**config.mk**
```make
export PLATFORM = sky130hd
export DESIGN_NAME = dependency_aware_rule_reorder
export DESIGN_NICKNAME = d
export VERILOG_FILES = /design/src/rtl/drr_pkg.sv /design/src/rtl/drr_rule_file.sv /design/src/rtl/drr_dep_unit.sv /design/src/rtl/drr_seq.sv /design/src/rtl/dependency_aware_rule_reorder.sv
export SDC_FILE = /design/constraint.sdc
export NUM_CORES = 1
export LEC_CHECK = 0
export BUFFER_PORTS_ARGS = -buffer_cell sky130_fd_sc_hd__buf_2
export CORE_MARGIN = 10
export CORE_UTILIZATION = 55
export CTS_CLUSTER_SIZE = 40
export DETAILED_ROUTE_END_ITERATION = 7
export PLACE_DENSITY_LB_ADDON = 0.12
export SLEW_MARGIN = 10
export SYNTH_ARGS = -nofsm -noshare
export SYNTH_HDL_FRONTEND = slang
export SYNTH_SLANG_ARGS = --single-unit
```
**constraint.sdc**
```tcl
create_clock -name clock -period 5.45 [get_ports clock]
set_input_delay 1.09 -clock clock [delete_from_list [all_inputs] [get_ports clock]]
set_output_delay 1.09 -clock clock [all_outputs]
set_load 0.01 [all_outputs]
```
**src/rtl/drr_pkg.sv**
```systemverilog
// drr_pkg: shared types and constants for the dependency-aware rule reorder block
// no dependencies
`timescale 1ns / 1ps

package drr_pkg;

   localparam int ID_W  = 3;
   localparam int POS_W = 3;
   localparam int DEP_W = 64;
   localparam int SEL_W = 2 * ID_W;

   // pairs (5,4), (4,3) and (3,2) set out of reset
   localparam logic [DEP_W-1:0] DEP_RESET = 64'd17626612891648;

   typedef enum logic [1:0] {
      ST_IDLE,
      ST_SEARCH,
      ST_MOVE,
      ST_WALK
   } state_type;

   typedef struct packed {
      logic            en;
      logic [ID_W-1:0] data;
   } rf_wr_type;

endpackage

```
**src/rtl/drr_rule_file.sv**
```systemverilog
// drr_rule_file: rule order registers, one read port and one write port
// depends on drr_pkg
`timescale 1ns / 1ps

module drr_rule_file import drr_pkg::*; #(
   parameter int NUM_RULES = 8
) (
   input  logic                         clock,
   input  logic                         reset,
   input  logic [$clog2(NUM_RULES)-1:0] rd_addr,
   output logic [ID_W-1:0]              rd_data,
   input  logic [$clog2(NUM_RULES)-1:0] wr_addr,
   input  rf_wr_type                    wr
);

   logic [ID_W-1:0] order_ff [NUM_RULES];

   always_ff @(posedge clock) begin
      if (reset) begin
         for (int i = 0; i < NUM_RULES; i++) begin
            order_ff[i] <= ID_W'(i);
         end
      end else if (wr.en) begin
         order_ff[wr_addr] <= wr.data;
      end
   end

   assign rd_data = order_ff[rd_addr];

endmodule

```
**src/rtl/drr_dep_unit.sv**
```systemverilog
// drr_dep_unit: dependency matrix register and the shared pass check
// depends on drr_pkg
`timescale 1ns / 1ps

module drr_dep_unit import drr_pkg::*; (
   input  logic             clock,
   input  logic             reset,
   input  logic             csr_wr_en,
   input  logic [DEP_W-1:0] csr_wr_data,
   input  logic [ID_W-1:0]  mover,
   input  logic [ID_W-1:0]  ahead,
   output logic             blocked
);

   logic [DEP_W-1:0] matrix_ff;
   logic [SEL_W-1:0] sel;

   always_ff @(posedge clock) begin
      if (reset) begin
         matrix_ff <= DEP_RESET;
      end else if (csr_wr_en) begin
         matrix_ff <= csr_wr_data;
      end
   end

   assign sel     = {mover, ahead};
   assign blocked = matrix_ff[sel];

endmodule

```
**src/rtl/drr_seq.sv**
```systemverilog
// drr_seq: sequencer for search, move-forward and walk-back steps
// depends on drr_pkg
`timescale 1ns / 1ps

module drr_seq import drr_pkg::*; #(
   parameter int NUM_RULES = 8
) (
   input  logic                         clock,
   input  logic                         reset,
   input  logic                         start,
   output logic                         busy,
   input  logic [ID_W-1:0]              req_packet_id,
   output logic [$clog2(NUM_RULES)-1:0] rd_addr,
   input  logic [ID_W-1:0]              rd_data,
   output logic [$clog2(NUM_RULES)-1:0] wr_addr,
   output rf_wr_type                    wr,
   output logic [ID_W-1:0]              mover,
   input  logic                         blocked,
   output logic                         rsp_valid,
   output logic                         rsp_hit,
   output logic [POS_W-1:0]             rsp_position
);

   localparam int IdxW = $clog2(NUM_RULES);
   localparam logic [IdxW-1:0] LAST = IdxW'(NUM_RULES - 1);

   state_type       state_ff, state_in;
   logic [IdxW-1:0] cur_ff, cur_in;
   logic [IdxW-1:0] found_ff, found_in;
   logic [ID_W-1:0] id_ff, id_in;
   logic [ID_W-1:0] carry_ff, carry_in;
   logic            hit_ff, hit_in;
   logic            valid_ff, valid_in;
   logic            at_head;
   logic            match;

   assign at_head = (cur_ff == '0);
   assign match   = (rd_data == id_ff);

   // next state
   always_comb begin
      state_in = state_ff;
      case (state_ff)
         ST_IDLE: begin
            if (start) state_in = ST_SEARCH;
         end
         ST_SEARCH: begin
            if (match) state_in = ST_MOVE;
            else if (cur_ff == LAST) state_in = ST_IDLE;
         end
         ST_MOVE: begin
            if (at_head) state_in = ST_IDLE;
            else if (blocked) state_in = ST_WALK;
         end
         ST_WALK: begin
            if (at_head) state_in = ST_IDLE;
         end
         default: state_in = ST_IDLE;
      endcase
   end

   // outputs and datapath
   always_comb begin
      cur_in   = cur_ff;
      found_in = found_ff;
      id_in    = id_ff;
      carry_in = carry_ff;
      hit_in   = hit_ff;
      valid_in = 1'b0;
      wr.en    = 1'b0;
      wr.data  = carry_ff;
      rd_addr  = cur_ff - IdxW'(1);
      case (state_ff)
         ST_IDLE: begin
            if (start) begin
               id_in  = req_packet_id;
               cur_in = '0;
            end
         end
         ST_SEARCH: begin
            rd_addr = cur_ff;
            if (match) begin
               carry_in = rd_data;
            end else if (cur_ff == LAST) begin
               valid_in = 1'b1;
               hit_in   = 1'b0;
               found_in = '0;
            end else begin
               cur_in = cur_ff + IdxW'(1);
            end
         end
         ST_MOVE, ST_WALK: begin
            wr.en = 1'b1;
            if (at_head) begin
               valid_in = 1'b1;
               hit_in   = 1'b1;
               if (state_ff == ST_MOVE) found_in = '0;
            end else begin
               // swap unless the carried entry may not pass its predecessor
               wr.data  = blocked ? carry_ff : rd_data;
               carry_in = blocked ? rd_data : carry_ff;
               cur_in   = cur_ff - IdxW'(1);
               if (state_ff == ST_MOVE && blocked) found_in = cur_ff;
            end
         end
         default: ;
      endcase
   end

   always_ff @(posedge clock) begin
      if (reset) begin
         state_ff <= ST_IDLE;
         valid_ff <= 1'b0;
      end else begin
         state_ff <= state_in;
         valid_ff <= valid_in;
      end
   end

   always_ff @(posedge clock) begin
      cur_ff   <= cur_in;
      found_ff <= found_in;
      id_ff    <= id_in;
      carry_ff <= carry_in;
      hit_ff   <= hit_in;
   end

   assign busy         = (state_ff != ST_IDLE);
   assign wr_addr      = cur_ff;
   assign mover        = carry_ff;
   assign rsp_valid    = valid_ff;
   assign rsp_hit      = hit_ff;
   assign rsp_position = POS_W'(found_ff);

endmodule

```
**src/rtl/dependency_aware_rule_reorder.sv**
```systemverilog
// dependency_aware_rule_reorder: top level of the self-organising rule list
// depends on drr_pkg, drr_rule_file, drr_dep_unit, drr_seq
`timescale 1ns / 1ps

// A packet id is taken when start is high and busy is low. The list is searched
// from the head, one entry a cycle, then the matched rule is moved toward the
// head and the rest of the list walked back to the head, one compare-and-swap a
// cycle through the single dependency check. The result is shown for one cycle
// on rsp_valid right after busy drops and must be taken then; the next transfer
// may start in that same cycle.

module dependency_aware_rule_reorder import drr_pkg::*; #(
   parameter int NUM_RULES = 8
) (
   input  logic             clock,
   input  logic             reset,
   input  logic             start,
   output logic             busy,
   input  logic [ID_W-1:0]  req_packet_id,
   output logic             rsp_valid,
   output logic             rsp_hit,
   output logic [POS_W-1:0] rsp_position,
   input  logic             csr_wr_en,
   input  logic [DEP_W-1:0] csr_wr_data
);

   localparam int IdxW = $clog2(NUM_RULES);

   logic [IdxW-1:0] rd_addr;
   logic [IdxW-1:0] wr_addr;
   logic [ID_W-1:0] rd_data;
   logic [ID_W-1:0] mover;
   logic            blocked;
   rf_wr_type       wr;

   drr_rule_file #(.NUM_RULES(NUM_RULES)) u_rule_file (
      .clock   (clock),
      .reset   (reset),
      .rd_addr (rd_addr),
      .rd_data (rd_data),
      .wr_addr (wr_addr),
      .wr      (wr)
   );

   drr_dep_unit u_dep_unit (
      .clock       (clock),
      .reset       (reset),
      .csr_wr_en   (csr_wr_en),
      .csr_wr_data (csr_wr_data),
      .mover       (mover),
      .ahead       (rd_data),
      .blocked     (blocked)
   );

   drr_seq #(.NUM_RULES(NUM_RULES)) u_seq (
      .clock         (clock),
      .reset         (reset),
      .start         (start),
      .busy          (busy),
      .req_packet_id (req_packet_id),
      .rd_addr       (rd_addr),
      .rd_data       (rd_data),
      .wr_addr       (wr_addr),
      .wr            (wr),
      .mover         (mover),
      .blocked       (blocked),
      .rsp_valid     (rsp_valid),
      .rsp_hit       (rsp_hit),
      .rsp_position  (rsp_position)
   );

endmodule

```
==> results.txt, run 1 <==
----------------------------------------------------
[Detailed routing]
  Average via count per standard cell ... 5.889
  Post-route DRC violation count ... 0
  Detailed Route Iter0 Violations ... approximately 330
  Total wire length after detailed routing ... between 10000 and 15000 µm
  Via total after detailed routing ... between 4000 and 5000
  Drt wl/cell ... 18.32 µm
  Pre-antenna DRT Iters ... 5
  ANT nets after route ... 0

[Timing]
  Worst hold slack after final layout ... 0.5005 ns
  Fmax ... between 0.2 and 0.25 GHz
  Tmin final ... 4.627 ns
  Part of the cycle the worst path needs ... 84.90%
  Number of endpoints with negative hold slack in the final report ... 0
  Relative max-transition margin ... 32.30%
  Skew final ... 0.01870 ns
  Measured slew at the worst slew-check pin ... 1.015 ns
  Setup repair after global routing missed its margin ... no
  Max-slew violation total from the final report ... 0
  Number of setup violations in the final report ... 0
  Final total negative setup slack ... 0 ns

[Final layout]
  Most frequent standard cell in the layout excluding fill and tap cells ... sky130_fd_sc_hd__mux2i_1
  Commonest non-fill, non-tap cells in the layout ... sky130_fd_sc_hd__mux2i_1 (88), sky130_fd_sc_hd__nor2_1 (78), sky130_fd_sc_hd__buf_2 (75)
  Layout Area Growth over Synthesis ... 10.74%
  Share of post-route cells with drive strength above 1 ... between 20% and 30%
  Combined flip-flop and latch cell area ... about 2500 µm²
  Area used by multi-input combinational logic ... around 2900 µm²
  # nets final ... 694
  Antenna cells ... 0
  Fillers ... 833

[Clock network]
  Insertion delay of the later-clocked pin in the worst-skew pair ... 0.39 ns
  Buffer type at the clock tree root ... sky130_fd_sc_hd__clkbuf_8
  Maximum clock path buffer count ... 2
  Clock Sinks ... 104
  CTS tree ... built
  Number of clock buffers inserted by TritonCTS ... 9
  Number of hold buffers added after cts ... 0
  Number of levels in the clock H-tree ... 3
  CTS-repair resized insts ... 0
  Post-CTS setup buffers ... 0
  Worst-path clk slew ... 0.10 ns

[Global routing]
  Overall global routing resource usage ... 18.73%
  Residual overflow from global routing ... 0
  Wire length of the first global-routing pass ... 22160 µm
  Via count of the first global-routing pass ... 4312
  Antenna violations before repair ... 0
  Largest net degree at the start of global routing ... 68

[Synthesis]
  Count of distinct cell types in the synthesized netlist ... 66
  Synth Cell Area ... 5638 µm²
  Total of flip-flops plus latches after synthesis ... 104
  Synthesized area divided by synthesized cell count ... 10.07 µm²
  Instance count of the mapped netlist ... 560
  Ys async rst share ... 0%
  Sequential element share of the synthesized area ... 43.50%
  Number of enable flip-flop cells after synthesis ... 37
  Total nets after synthesis ... approximately 640
  Most frequently used flop master after synthesis ... sky130_fd_sc_hd__dfxtp_1
  Number of synthesis warnings ... 0

[Floorplanning]
  Die width ... 121.2 µm
  I/O pin total ... 77
  Core box area ... between 9000 and 10000 µm²
  Die Footprint ... 14700 µm²
  DIE HEIGHT ... 121.2 µm
  Starting Density ... 57.15%
  Total number of placement rows ... 36

[Critical path]
  Endpoint arrival time on the critical path ... roughly 4.8 ns
  CP Cell Sequence ... inv_1 > ha_1 > inv_1 > o211ai_1 > and4_1 > nor2_8 > inv_2 > mux4_2 > a2111oi_2 > nor4b_2 > and4_1 > nor4_4 > o21ai_1
  Worst R2R Path Depth ... 13
  Largest stage delay on the critical path ... 0.57 ns
  Bufs and invs on worst path ... 3
  Endpoint type of the worst setup path ... flip-flop
  Flop-to-flop setup slack ... 0.82 ns
  Critical Setup Path Class ... flip-flop to flip-flop
  Endpoint of the most critical register-to-register path ... u_rule_file.order_ff[3][0]
  Beginning of the worst register-to-register path ... u_seq.wr_addr[1]
  Crit path launch type ... flip-flop
  Largest fanout on the critical path ... 16
  Req. time, crit path ... 5.57 ns
  Worst-path cell with the longest stage delay ... sky130_fd_sc_hd__mux4_2
  Cell family with most CP delay ... simple AND/OR/NAND/NOR gates

[Hold path]
  Worst min-delay path category ... flip-flop to flip-flop
  Hold path startpoint ... u_dep_unit.matrix_ff[26]
  Terminating pin of the worst hold path ... u_dep_unit.matrix_ff[26]
  Hold-critical path depth ... 2

[Place]
  DP HPWL ... 10430 µm
  Final weighted congestion in routability-driven placement ... 0.9050
  Port bufs ... 76

[Run]
  Max-cap viol count ... 0

[Pwr]
  Power density over the cells ... 594.7 nW/µm²
  Highest ir drop seen on vdd ... between 0.0003 and 0.0004 V
  Static Leak ... between 0.002 and 0.003 µW

[Run status]
  Outcome ... finished, final reports clean

----------------------------------------------------
==> per-layer routing <==
metal / share of wire (%) / vias up / global-route usage, %
met5: 0 / - / 0
met4: 1.9 / 0 / 6.930
met3: 6.8 / 23 / 4.979
met2: 44 / 147 / 27.96
met1: 47 / 2105 / 25.45
li1: - / 2177 / -
==> cells in the mapped netlist (11+ instances only) <==
cell type | count | share of area (%)
sky130_fd_sc_hd__dfxtp_1 | 67 | 24
sky130_fd_sc_hd__nand3_1 | 40 | 3.6
sky130_fd_sc_hd__o211ai_1 | 16 | 2.1
sky130_fd_sc_hd__nand2_1 | 25 | 1.7
sky130_fd_sc_hd__nor2_1 | 78 | 5.2
sky130_fd_sc_hd__mux2i_1 | 88 | 16
sky130_fd_sc_hd__o21ai_0 | 30 | 2.7
sky130_fd_sc_hd__nor3_1 | 17 | 1.5
sky130_fd_sc_hd__buf_1 | 11 | 0.73
sky130_fd_sc_hd__edfxtp_1 | 37 | 20
sky130_fd_sc_hd__mux2_2 | 11 | 2.2
==> kinds of logic (layout without fill, tap and decap cells) <==
family                   count (synthesis)  count (layout)  share of synthesized area, %
AO/OA/AOI/OAI                           86              86                         11.12
XOR/XNOR                                 4               4                        0.6215
adder cells (fa/ha/maj)                  5               5                         1.110
buffers and inverters                   48             111                         4.350
flip-flops                             104             104                         43.50
multiplexers                           104             104                         19.82
AND/OR/NAND/NOR                        209             209                         19.48
==> worst reg2reg max path, stage by stage, from the launching register on <==
cell                        delay [ns]
sky130_fd_sc_hd__edfxtp_1         0.53
sky130_fd_sc_hd__inv_1            0.13
sky130_fd_sc_hd__ha_1             0.49
sky130_fd_sc_hd__inv_1            0.17
sky130_fd_sc_hd__o211ai_1         0.24
sky130_fd_sc_hd__and4_1           0.41
sky130_fd_sc_hd__nor2_8           0.09
sky130_fd_sc_hd__inv_2            0.35
sky130_fd_sc_hd__mux4_2           0.57
sky130_fd_sc_hd__a2111oi_2        0.41
sky130_fd_sc_hd__nor4b_2          0.13
sky130_fd_sc_hd__and4_1           0.31
sky130_fd_sc_hd__nor4_4           0.42
sky130_fd_sc_hd__o21ai_1          0.12
==> final cells by class <==
class	count	area share, %
multi-input cells	408	47.09
flip-flops and latches	104	39.28
well taps	133	2.665
clock buffers	10	2.385
repair buffers	82	6.854
inverters	13	0.8216
clock inverters	6	0.9018
==> power breakdown <==
part	total (µW)	internal [µW]	switching, µW
sequential	983	903	79.3
combinational	2230	834	1400
clock	500	204	296
==> stage by stage <==
| stage | instance area [µm²] | cells | total power, µW | utilization (%) | worst slack [ns] |
|---|---|---|---|---|---|
| 6_report | 6243 | 756 | 3713 | 63.29 | 0.8232 |
| 5_1_grt | 6243 | 756 | 3939 | 63.29 | 0.4984 |
| 4_1_cts | 6243 | 756 | 3689 | 63.29 | 0.8616 |
| 3_5_place_dp | 6038 | 740 | 3191 | 61.21 | 0.8936 |
| 3_3_place_gp | 6038 | 740 | 3153 | 61.21 | 1.009 |
| 2_1_floorplan | 5638 | 560 | 2798 | - | 1.315 |
==> state kept, by name (all words and copies together), names as in the netlist <==
| name | count |
|---|---|
| u_dep_unit.matrix_ff | 64 |
| u_rule_file.order_ff | 24 |
| u_seq.id_ff | 3 |
| u_seq.mover | 3 |
| u_seq.rsp_hit | 1 |
| u_seq.rsp_position | 3 |
| u_seq.rsp_valid | 1 |
| u_seq.state_ff | 2 |
| u_seq.wr_addr | 3 |
==> worst max-delay path by stage <==
stage | cells past startpoint | end | from
after floorplan | 17 | u_seq.mover[0] | u_seq.state_ff[0]
after global placement | 13 | u_seq.mover[2] | u_seq.state_ff[1]
after detailed placement | 12 | u_seq.mover[2] | u_seq.wr_addr[1]
after CTS | 12 | u_seq.mover[2] | u_seq.wr_addr[1]
after global routing | 13 | u_rule_file.order_ff[3][0] | u_seq.wr_addr[1]
final | 13 | u_rule_file.order_ff[3][0] | u_seq.wr_addr[1]
No activity file was read; power rests on OpenSTA's default activity.
==> run 2: changes to the inputs <==
==> constraint.sdc (replaced) <==
create_clock -name clock -period 4.84 [get_ports clock]
set_input_delay 0.968 -clock clock [delete_from_list [all_inputs] [get_ports clock]]
set_output_delay 0.968 -clock clock [all_outputs]
set_load 0.01 [all_outputs]
==> results.txt, run 2 (synthesis results as in run 1) <==
----------------------------------------------------
[Run status]
  Outcome ... finished, final reports clean

[Critical path]
  Beginning of the worst register-to-register path ... u_seq.wr_addr[1]
  Endpoint of the most critical register-to-register path ... u_rule_file.order_ff[5][0]
  Cell count along the critical path ... 12
  Destination of the critical timing path ... u_rule_file.order_ff[5][0]
  Worst-path cell with the longest stage delay ... sky130_fd_sc_hd__or4_4
  Worst R2R Path Depth ... 12
  Endpoint type of the worst setup path ... flip-flop
  Start point of the critical path ... u_seq.wr_addr[1]
  Flop-to-flop setup slack ... 0.29 ns
  Most frequent CP cell ... sky130_fd_sc_hd__inv_1
  Endpoint arrival time on the critical path ... about 4.7 ns
  Critical Setup Path Class ... flip-flop to flip-flop
  CP Cell Sequence ... inv_1 > ha_1 > inv_1 > o211ai_1 > o211a_1 > nor2_8 > mux2i_1 > mux4_2 > a32o_1 > or4_4 > a31oi_4 > o21bai_1
  Crit path launch type ... flip-flop
  Cell family with most CP delay ... compound AO/OA/AOI/OAI gates
  Largest fanout on the critical path ... 10
  Bufs and invs on worst path ... 2
  Req. time, crit path ... 4.97 ns
  Largest stage delay on the critical path ... just under 0.6 ns

[Pwr]
  Highest ir drop seen on vdd ... 0.0003541 V
  Static Leak ... 0.002567 µW
  Power density over the cells ... ~670 nW/µm²
  Post-layout power ... 4182 µW

[Clock network]
  Number of clock buffers inserted by TritonCTS ... 9
  Clock Sinks ... 104
  Worst-path clk slew ... 0.10 ns
  Buffer type at the clock tree root ... sky130_fd_sc_hd__clkbuf_8
  Number of levels in the clock H-tree ... 3
  Number of hold buffers added after cts ... 0
  Insertion delay of the later-clocked pin in the worst-skew pair ... 0.39 ns
  Maximum clock path buffer count ... 2
  CTS tree ... built

[Timing]
  Final worst-path setup slack ... around 0.29 ns
  Tmin final ... 4.546 ns
  Fmax ... between 0.2 and 0.25 GHz
  Final total negative setup slack ... 0 ns
  Worst hold slack after final layout ... 0.5102 ns
  Part of the cycle the worst path needs ... 93.92%
  Skew final ... between 0.01 and 0.015 ns
  Max-slew violation total from the final report ... 0
  Number of setup violations in the final report ... 0
  Relative max-transition margin ... roughly a third
  Measured slew at the worst slew-check pin ... 1.020 ns
  Number of endpoints with negative hold slack in the final report ... 0
  Setup repair after global routing missed its margin ... no

[Detailed routing]
  Detailed Route Iter0 Violations ... 433
  Via total after detailed routing ... 4496
  Pre-antenna DRT Iters ... 7
  Post-route DRC violation count ... 0
  Total wire length after detailed routing ... around 14000 µm
  Average via count per standard cell ... 5.939
  Drt wl/cell ... 18.64 µm
  ANT nets after route ... 0

[Floorplanning]
  Die width ... between 100 and 150 µm
  Core box area ... 9864 µm²
  DIE HEIGHT ... roughly 120 µm
  I/O pin total ... 77
  Total number of placement rows ... 36
  Starting Density ... 57.15%
  Die Footprint ... between 10000 and 15000 µm²

[Global routing]
  Overall global routing resource usage ... 18.91%
  Via count of the first global-routing pass ... 4350
  Residual overflow from global routing ... 0
  Wire length of the first global-routing pass ... 22340 µm
  Antenna violations before repair ... 0
  Largest net degree at the start of global routing ... 66

[Final layout]
  Biggest registers after layout ... u_dep_unit.matrix_ff (64), u_rule_file.order_ff (24)
  Antenna cells ... 0
  # nets final ... 695
  Layout Area Growth over Synthesis ... 10.54%
  Share of post-route cells with drive strength above 1 ... 22.76%
  Commonest non-fill, non-tap cells in the layout ... sky130_fd_sc_hd__mux2i_1 (88), sky130_fd_sc_hd__nor2_1 (78), sky130_fd_sc_hd__buf_2 (75)
  Max FFs per register ... 64
  Most frequent standard cell in the layout excluding fill and tap cells ... sky130_fd_sc_hd__mux2i_1
  Largest Register ... u_dep_unit.matrix_ff

[Place]
  DP HPWL ... 10600 µm
  Worst Setup Slack post-DPL ... around 0.27 ns
  Port bufs ... 76
  Final weighted congestion in routability-driven placement ... 0.9624

[Run]
  Max-cap viol count ... 0

[Hold path]
  Hold path startpoint ... u_dep_unit.matrix_ff[35]
  Hold-critical path depth ... 2
  Worst min-delay path category ... flip-flop to flip-flop

----------------------------------------------------
==> run 2: changes by cell type in the layout (fill, tap and decap cells not counted), sizes merged <==
cell	previous run	this run
clkinvlp	1	0
inv	16	18
clkbuf	10	9
buf	82	83
==> run 2: tightest hold or removal path, stage by stage, from the launching register on <==
cell                      delay, ns
sky130_fd_sc_hd__dfxtp_1       0.35
sky130_fd_sc_hd__mux2i_1       0.07
sky130_fd_sc_hd__nand2_1       0.06
==> run 2: how the worst min path moves through the flow <==
stage / end / slack, ns
finish: u_dep_unit.matrix_ff[35] / 0.51
global route: u_dep_unit.matrix_ff[26] / 0.54
global placement: u_dep_unit.matrix_ff[37] / 0.47
CTS: u_dep_unit.matrix_ff[26] / 0.51
detailed placement: u_dep_unit.matrix_ff[37] / 0.48
floorplan: u_dep_unit.matrix_ff[26] / 0.44
==> run 2: cell type report <==
| cell class | count | area, µm² |
|---|---|---|
| clock inverter | 7 | 51.30 |
| inverter | 13 | 51.30 |
| sequential | 104 | 2452 |
| multi-input combinational | 408 | 2952 |
| timing repair buffer | 83 | 435.4 |
| fill | 817 | 3632 |
| clock buffer | 9 | 123.9 |
| tap | 133 | 166.4 |
==> run 2: report_power, final <==
part,leakage [µW],total [µW],internal (µW),switching (µW)
logic,0.00159,2560,972,1590
registers,0.000884,1110,1020,91.1
clock network,0.0000966,510,193,317
==> run 2: what timing repair did <==
item	4_1_cts	5_1_grt
gates resized for setup	0	2
setup buffers	0	0
setup endpoints to repair	0	11
==> run 2: metal layers <==
layer	vias to the layer above	GRT usage, %	share of wire [%]
li1	2173	-	-
met2	170	28.30	45
met4	0	8.420	2.6
met1	2127	25.14	45
met5	-	0	0
met3	26	4.933	7.7
==> run 2: through the flow <==
stage / std cells / util [%] / area (µm²)
after floorplan: 560 / - / 5638
after global placement: 741 / 61.29 / 6046
after detailed placement: 741 / 61.29 / 6046
after CTS: 757 / 63.06 / 6221
after global routing: 757 / 63.18 / 6232
final: 757 / 63.18 / 6232
==> run 3: changes to the inputs <==
--- a/config.mk
+++ b/config.mk
@@ -14,4 +14,5 @@
 export SLEW_MARGIN = 10
 export SYNTH_ARGS = -nofsm -noshare
 export SYNTH_HDL_FRONTEND = slang
+export SYNTH_HIERARCHICAL = 1
 export SYNTH_SLANG_ARGS = --single-unit
==> results.txt, run 3 <==
----------------------------------------------------
[Run status]
  Outcome ... finished, final reports clean

[Detailed routing]
  Post-route DRC violation count ... 0
  Average via count per standard cell ... 5.617
  Detailed Route Iter0 Violations ... approximately 170
  Via total after detailed routing ... 3241
  ANT nets after route ... 0
  Drt wl/cell ... approximately 19 µm
  Total wire length after detailed routing ... 10700 µm
  Pre-antenna DRT Iters ... 4

[Critical path]
  Endpoint arrival time on the critical path ... 4.69 ns
  Largest fanout on the critical path ... 16
  CP Cell Sequence ... inv_1 > ha_1 > nand2_1 > xnor2_1 > mux4_2 > mux2_4 > mux4_1 > mux4_2 > or2_0 > a32o_1 > nand3b_4 > mux2_4 > or3_1
  Req. time, crit path ... 4.94 ns
  Endpoint type of the worst setup path ... flip-flop
  Largest stage delay on the critical path ... 0.52 ns
  Cell family with most CP delay ... multiplexers
  Bufs and invs on worst path ... 1
  Crit path launch type ... flip-flop
  Critical Setup Path Class ... flip-flop to flip-flop
  Worst-path cell with the longest stage delay ... sky130_fd_sc_hd__edfxtp_1

[Final layout]
  Largest Register ... u_dep_unit/matrix_ff
  Max FFs per register ... 64
  Most frequent standard cell in the layout excluding fill and tap cells ... sky130_fd_sc_hd__buf_2
  Fraction of the core area covered by cells at the end of the flow ... between 60% and 70%
  Share of post-route cells with drive strength above 1 ... 27.51%
  Biggest registers after layout ... u_dep_unit/matrix_ff (64), u_rule_file/order_ff (24)
  Fillers ... about 710
  Antenna cells ... 0
  Commonest non-fill, non-tap cells in the layout ... sky130_fd_sc_hd__buf_2 (75), sky130_fd_sc_hd__nor2_1 (67), sky130_fd_sc_hd__dfxtp_1 (67)
  # nets final ... ~540
  Layout Area Growth over Synthesis ... 12.13%

[Clock network]
  Clock Sinks ... 104
  Number of hold buffers added after cts ... 0
  CTS tree ... built
  CTS-repair resized insts ... 0
  Maximum clock path buffer count ... 2
  Worst-path clk slew ... 0.09 ns
  Number of clock buffers inserted by TritonCTS ... 9
  Number of levels in the clock H-tree ... 3
  Insertion delay of the later-clocked pin in the worst-skew pair ... ~0.36 ns
  Buffer type at the clock tree root ... sky130_fd_sc_hd__clkbuf_8
  Post-CTS setup buffers ... 0

[Timing]
  Number of endpoints with negative hold slack in the final report ... 0
  Tmin final ... roughly 4.6 ns
  Setup repair after global routing missed its margin ... no
  Final total negative setup slack ... 0 ns
  Relative max-transition margin ... 30.59%
  Measured slew at the worst slew-check pin ... 1.041 ns
  Part of the cycle the worst path needs ... 94.84%
  Max-slew violation total from the final report ... 0
  Number of setup violations in the final report ... 0
  Skew final ... roughly 0.016 ns
  Fmax ... 0.2178 GHz

[Synthesis]
  Cell types occupying the most area after synthesis ... sky130_fd_sc_hd__dfxtp_1 (27%), sky130_fd_sc_hd__edfxtp_1 (23%), sky130_fd_sc_hd__mux2i_1 (12%)
  Instance count of the mapped netlist ... 399
  Total nets after synthesis ... approximately 480
  Total of flip-flops plus latches after synthesis ... about 100
  Top-area cell type share of the netlist area ... 27.21%
  Synth Cell Area ... 4930 µm²
  Leading post-synthesis cells by instance count ... sky130_fd_sc_hd__dfxtp_1 (67), sky130_fd_sc_hd__nor2_1 (67), sky130_fd_sc_hd__mux2i_1 (61)
  Ys async rst share ... 0%
  Count of distinct cell types in the synthesized netlist ... 52
  Sequential element share of the synthesized area ... between 40% and 50%
  Number of synthesis warnings ... 6
  Most frequently used flop master after synthesis ... sky130_fd_sc_hd__dfxtp_1
  Number of enable flip-flop cells after synthesis ... 37
  Synthesized area divided by synthesized cell count ... between 10 and 15 µm²
  Leading area contributor after synthesis ... sky130_fd_sc_hd__dfxtp_1

[Global routing]
  Residual overflow from global routing ... 0
  Wire length of the first global-routing pass ... 17240 µm
  Via count of the first global-routing pass ... around 3400
  Antenna violations before repair ... 0
  Overall global routing resource usage ... 16.37%
  Largest net degree at the start of global routing ... 78

[Pwr]
  Static Leak ... 0.002329 µW
  Power density over the cells ... 517.4 nW/µm²
  Highest ir drop seen on vdd ... 0.0001910 V

[Floorplanning]
  I/O pin total ... 77
  Core box area ... 8721 µm²
  Starting Density ... 56.53%
  Die width ... 114.7 µm
  Die Footprint ... 13150 µm²
  Total number of placement rows ... 34
  DIE HEIGHT ... 114.7 µm

[Hold path]
  Worst min-delay path category ... flip-flop to flip-flop

[Run]
  Max-cap viol count ... 0

[Place]
  Final weighted congestion in routability-driven placement ... 0.8798
  Port bufs ... between 70 and 80
  DP HPWL ... 7739 µm

----------------------------------------------------
==> run 3: layout make-up <==
| cell class | instances | area, µm² | share of cell area (%) |
|---|---|---|---|
| Sequential cell | 104 | 2452 | 44.36 |
| Multi-Input combinational cell | 260 | 2312 | 41.83 |
| Timing Repair Buffer | 81 | 420.4 | 7.605 |
| Clock buffer | 12 | 145.1 | 2.626 |
| Tap cell | 108 | 135.1 | 2.445 |
| Inverter | 8 | 32.53 | 0.5885 |
| Clock inverter | 4 | 30.03 | 0.5432 |
==> run 3: kinds of logic (layout without fill, tap and decap cells) <==
logic type	after synthesis	count (layout)	synth area share [%]
adders and majority gates	6	6	1.523
DFF	104	104	49.75
AOI/OAI and AO/OA	31	31	5.000
and+or+nand+nor	126	126	13.48
buffers and inverters	35	105	3.427
muxes	92	92	25.94
xor gates and xnor gates	5	5	0.8883
==> run 3: path summary, 6_finish.rpt <==
kind	from	cells past startpoint	slack [ns]	end
max	u_seq/wr_addr[1]	13	0.25	u_rule_file/order_ff[3][0]
min	u_dep_unit/matrix_ff[38]	2	0.50	u_dep_unit/matrix_ff[38]
max reg2reg	u_seq/wr_addr[1]	13	0.25	u_rule_file/order_ff[3][0]
min reg2reg	u_dep_unit/matrix_ff[38]	2	0.50	u_dep_unit/matrix_ff[38]
==> run 3: worst min-delay path: stages, from the launching register on <==
cell	delay [ns]
sky130_fd_sc_hd__dfxtp_1	0.34
sky130_fd_sc_hd__mux2i_1	0.06
sky130_fd_sc_hd__nor2_1	0.07
==> run 3: power by group <==
| part | switching, µW | internal [µW] |
|---|---|---|
| Clock | 296 | 203 |
| Combinational | 678 | 606 |
| Sequential | 72.8 | 1000 |
==> run 3: per-stage QoR <==
step,power (µW),std cells,hold slack [ns],setup WS (ns),cell area (µm²)
after floorplan,2102,399,0.4514,0.3710,4930
after global placement,2357,561,0.4653,0.3601,5349
after detailed placement,2381,561,0.4769,0.2179,5349
after CTS,2875,577,0.5034,0.1942,5524
after global routing,3042,577,0.5319,0.04371,5528
final,2860,577,0.4993,0.2497,5528
==> run 3: metal layers <==
metal / GRT usage (%) / vias up / part of all wire (%)
li1: - / 1586 / -
met1: 20.90 / 1578 / 45
met2: 25.86 / 67 / 49
met3: 4.769 / 10 / 4.9
met4: 5.597 / 0 / 1.2
met5: 0 / - / 0
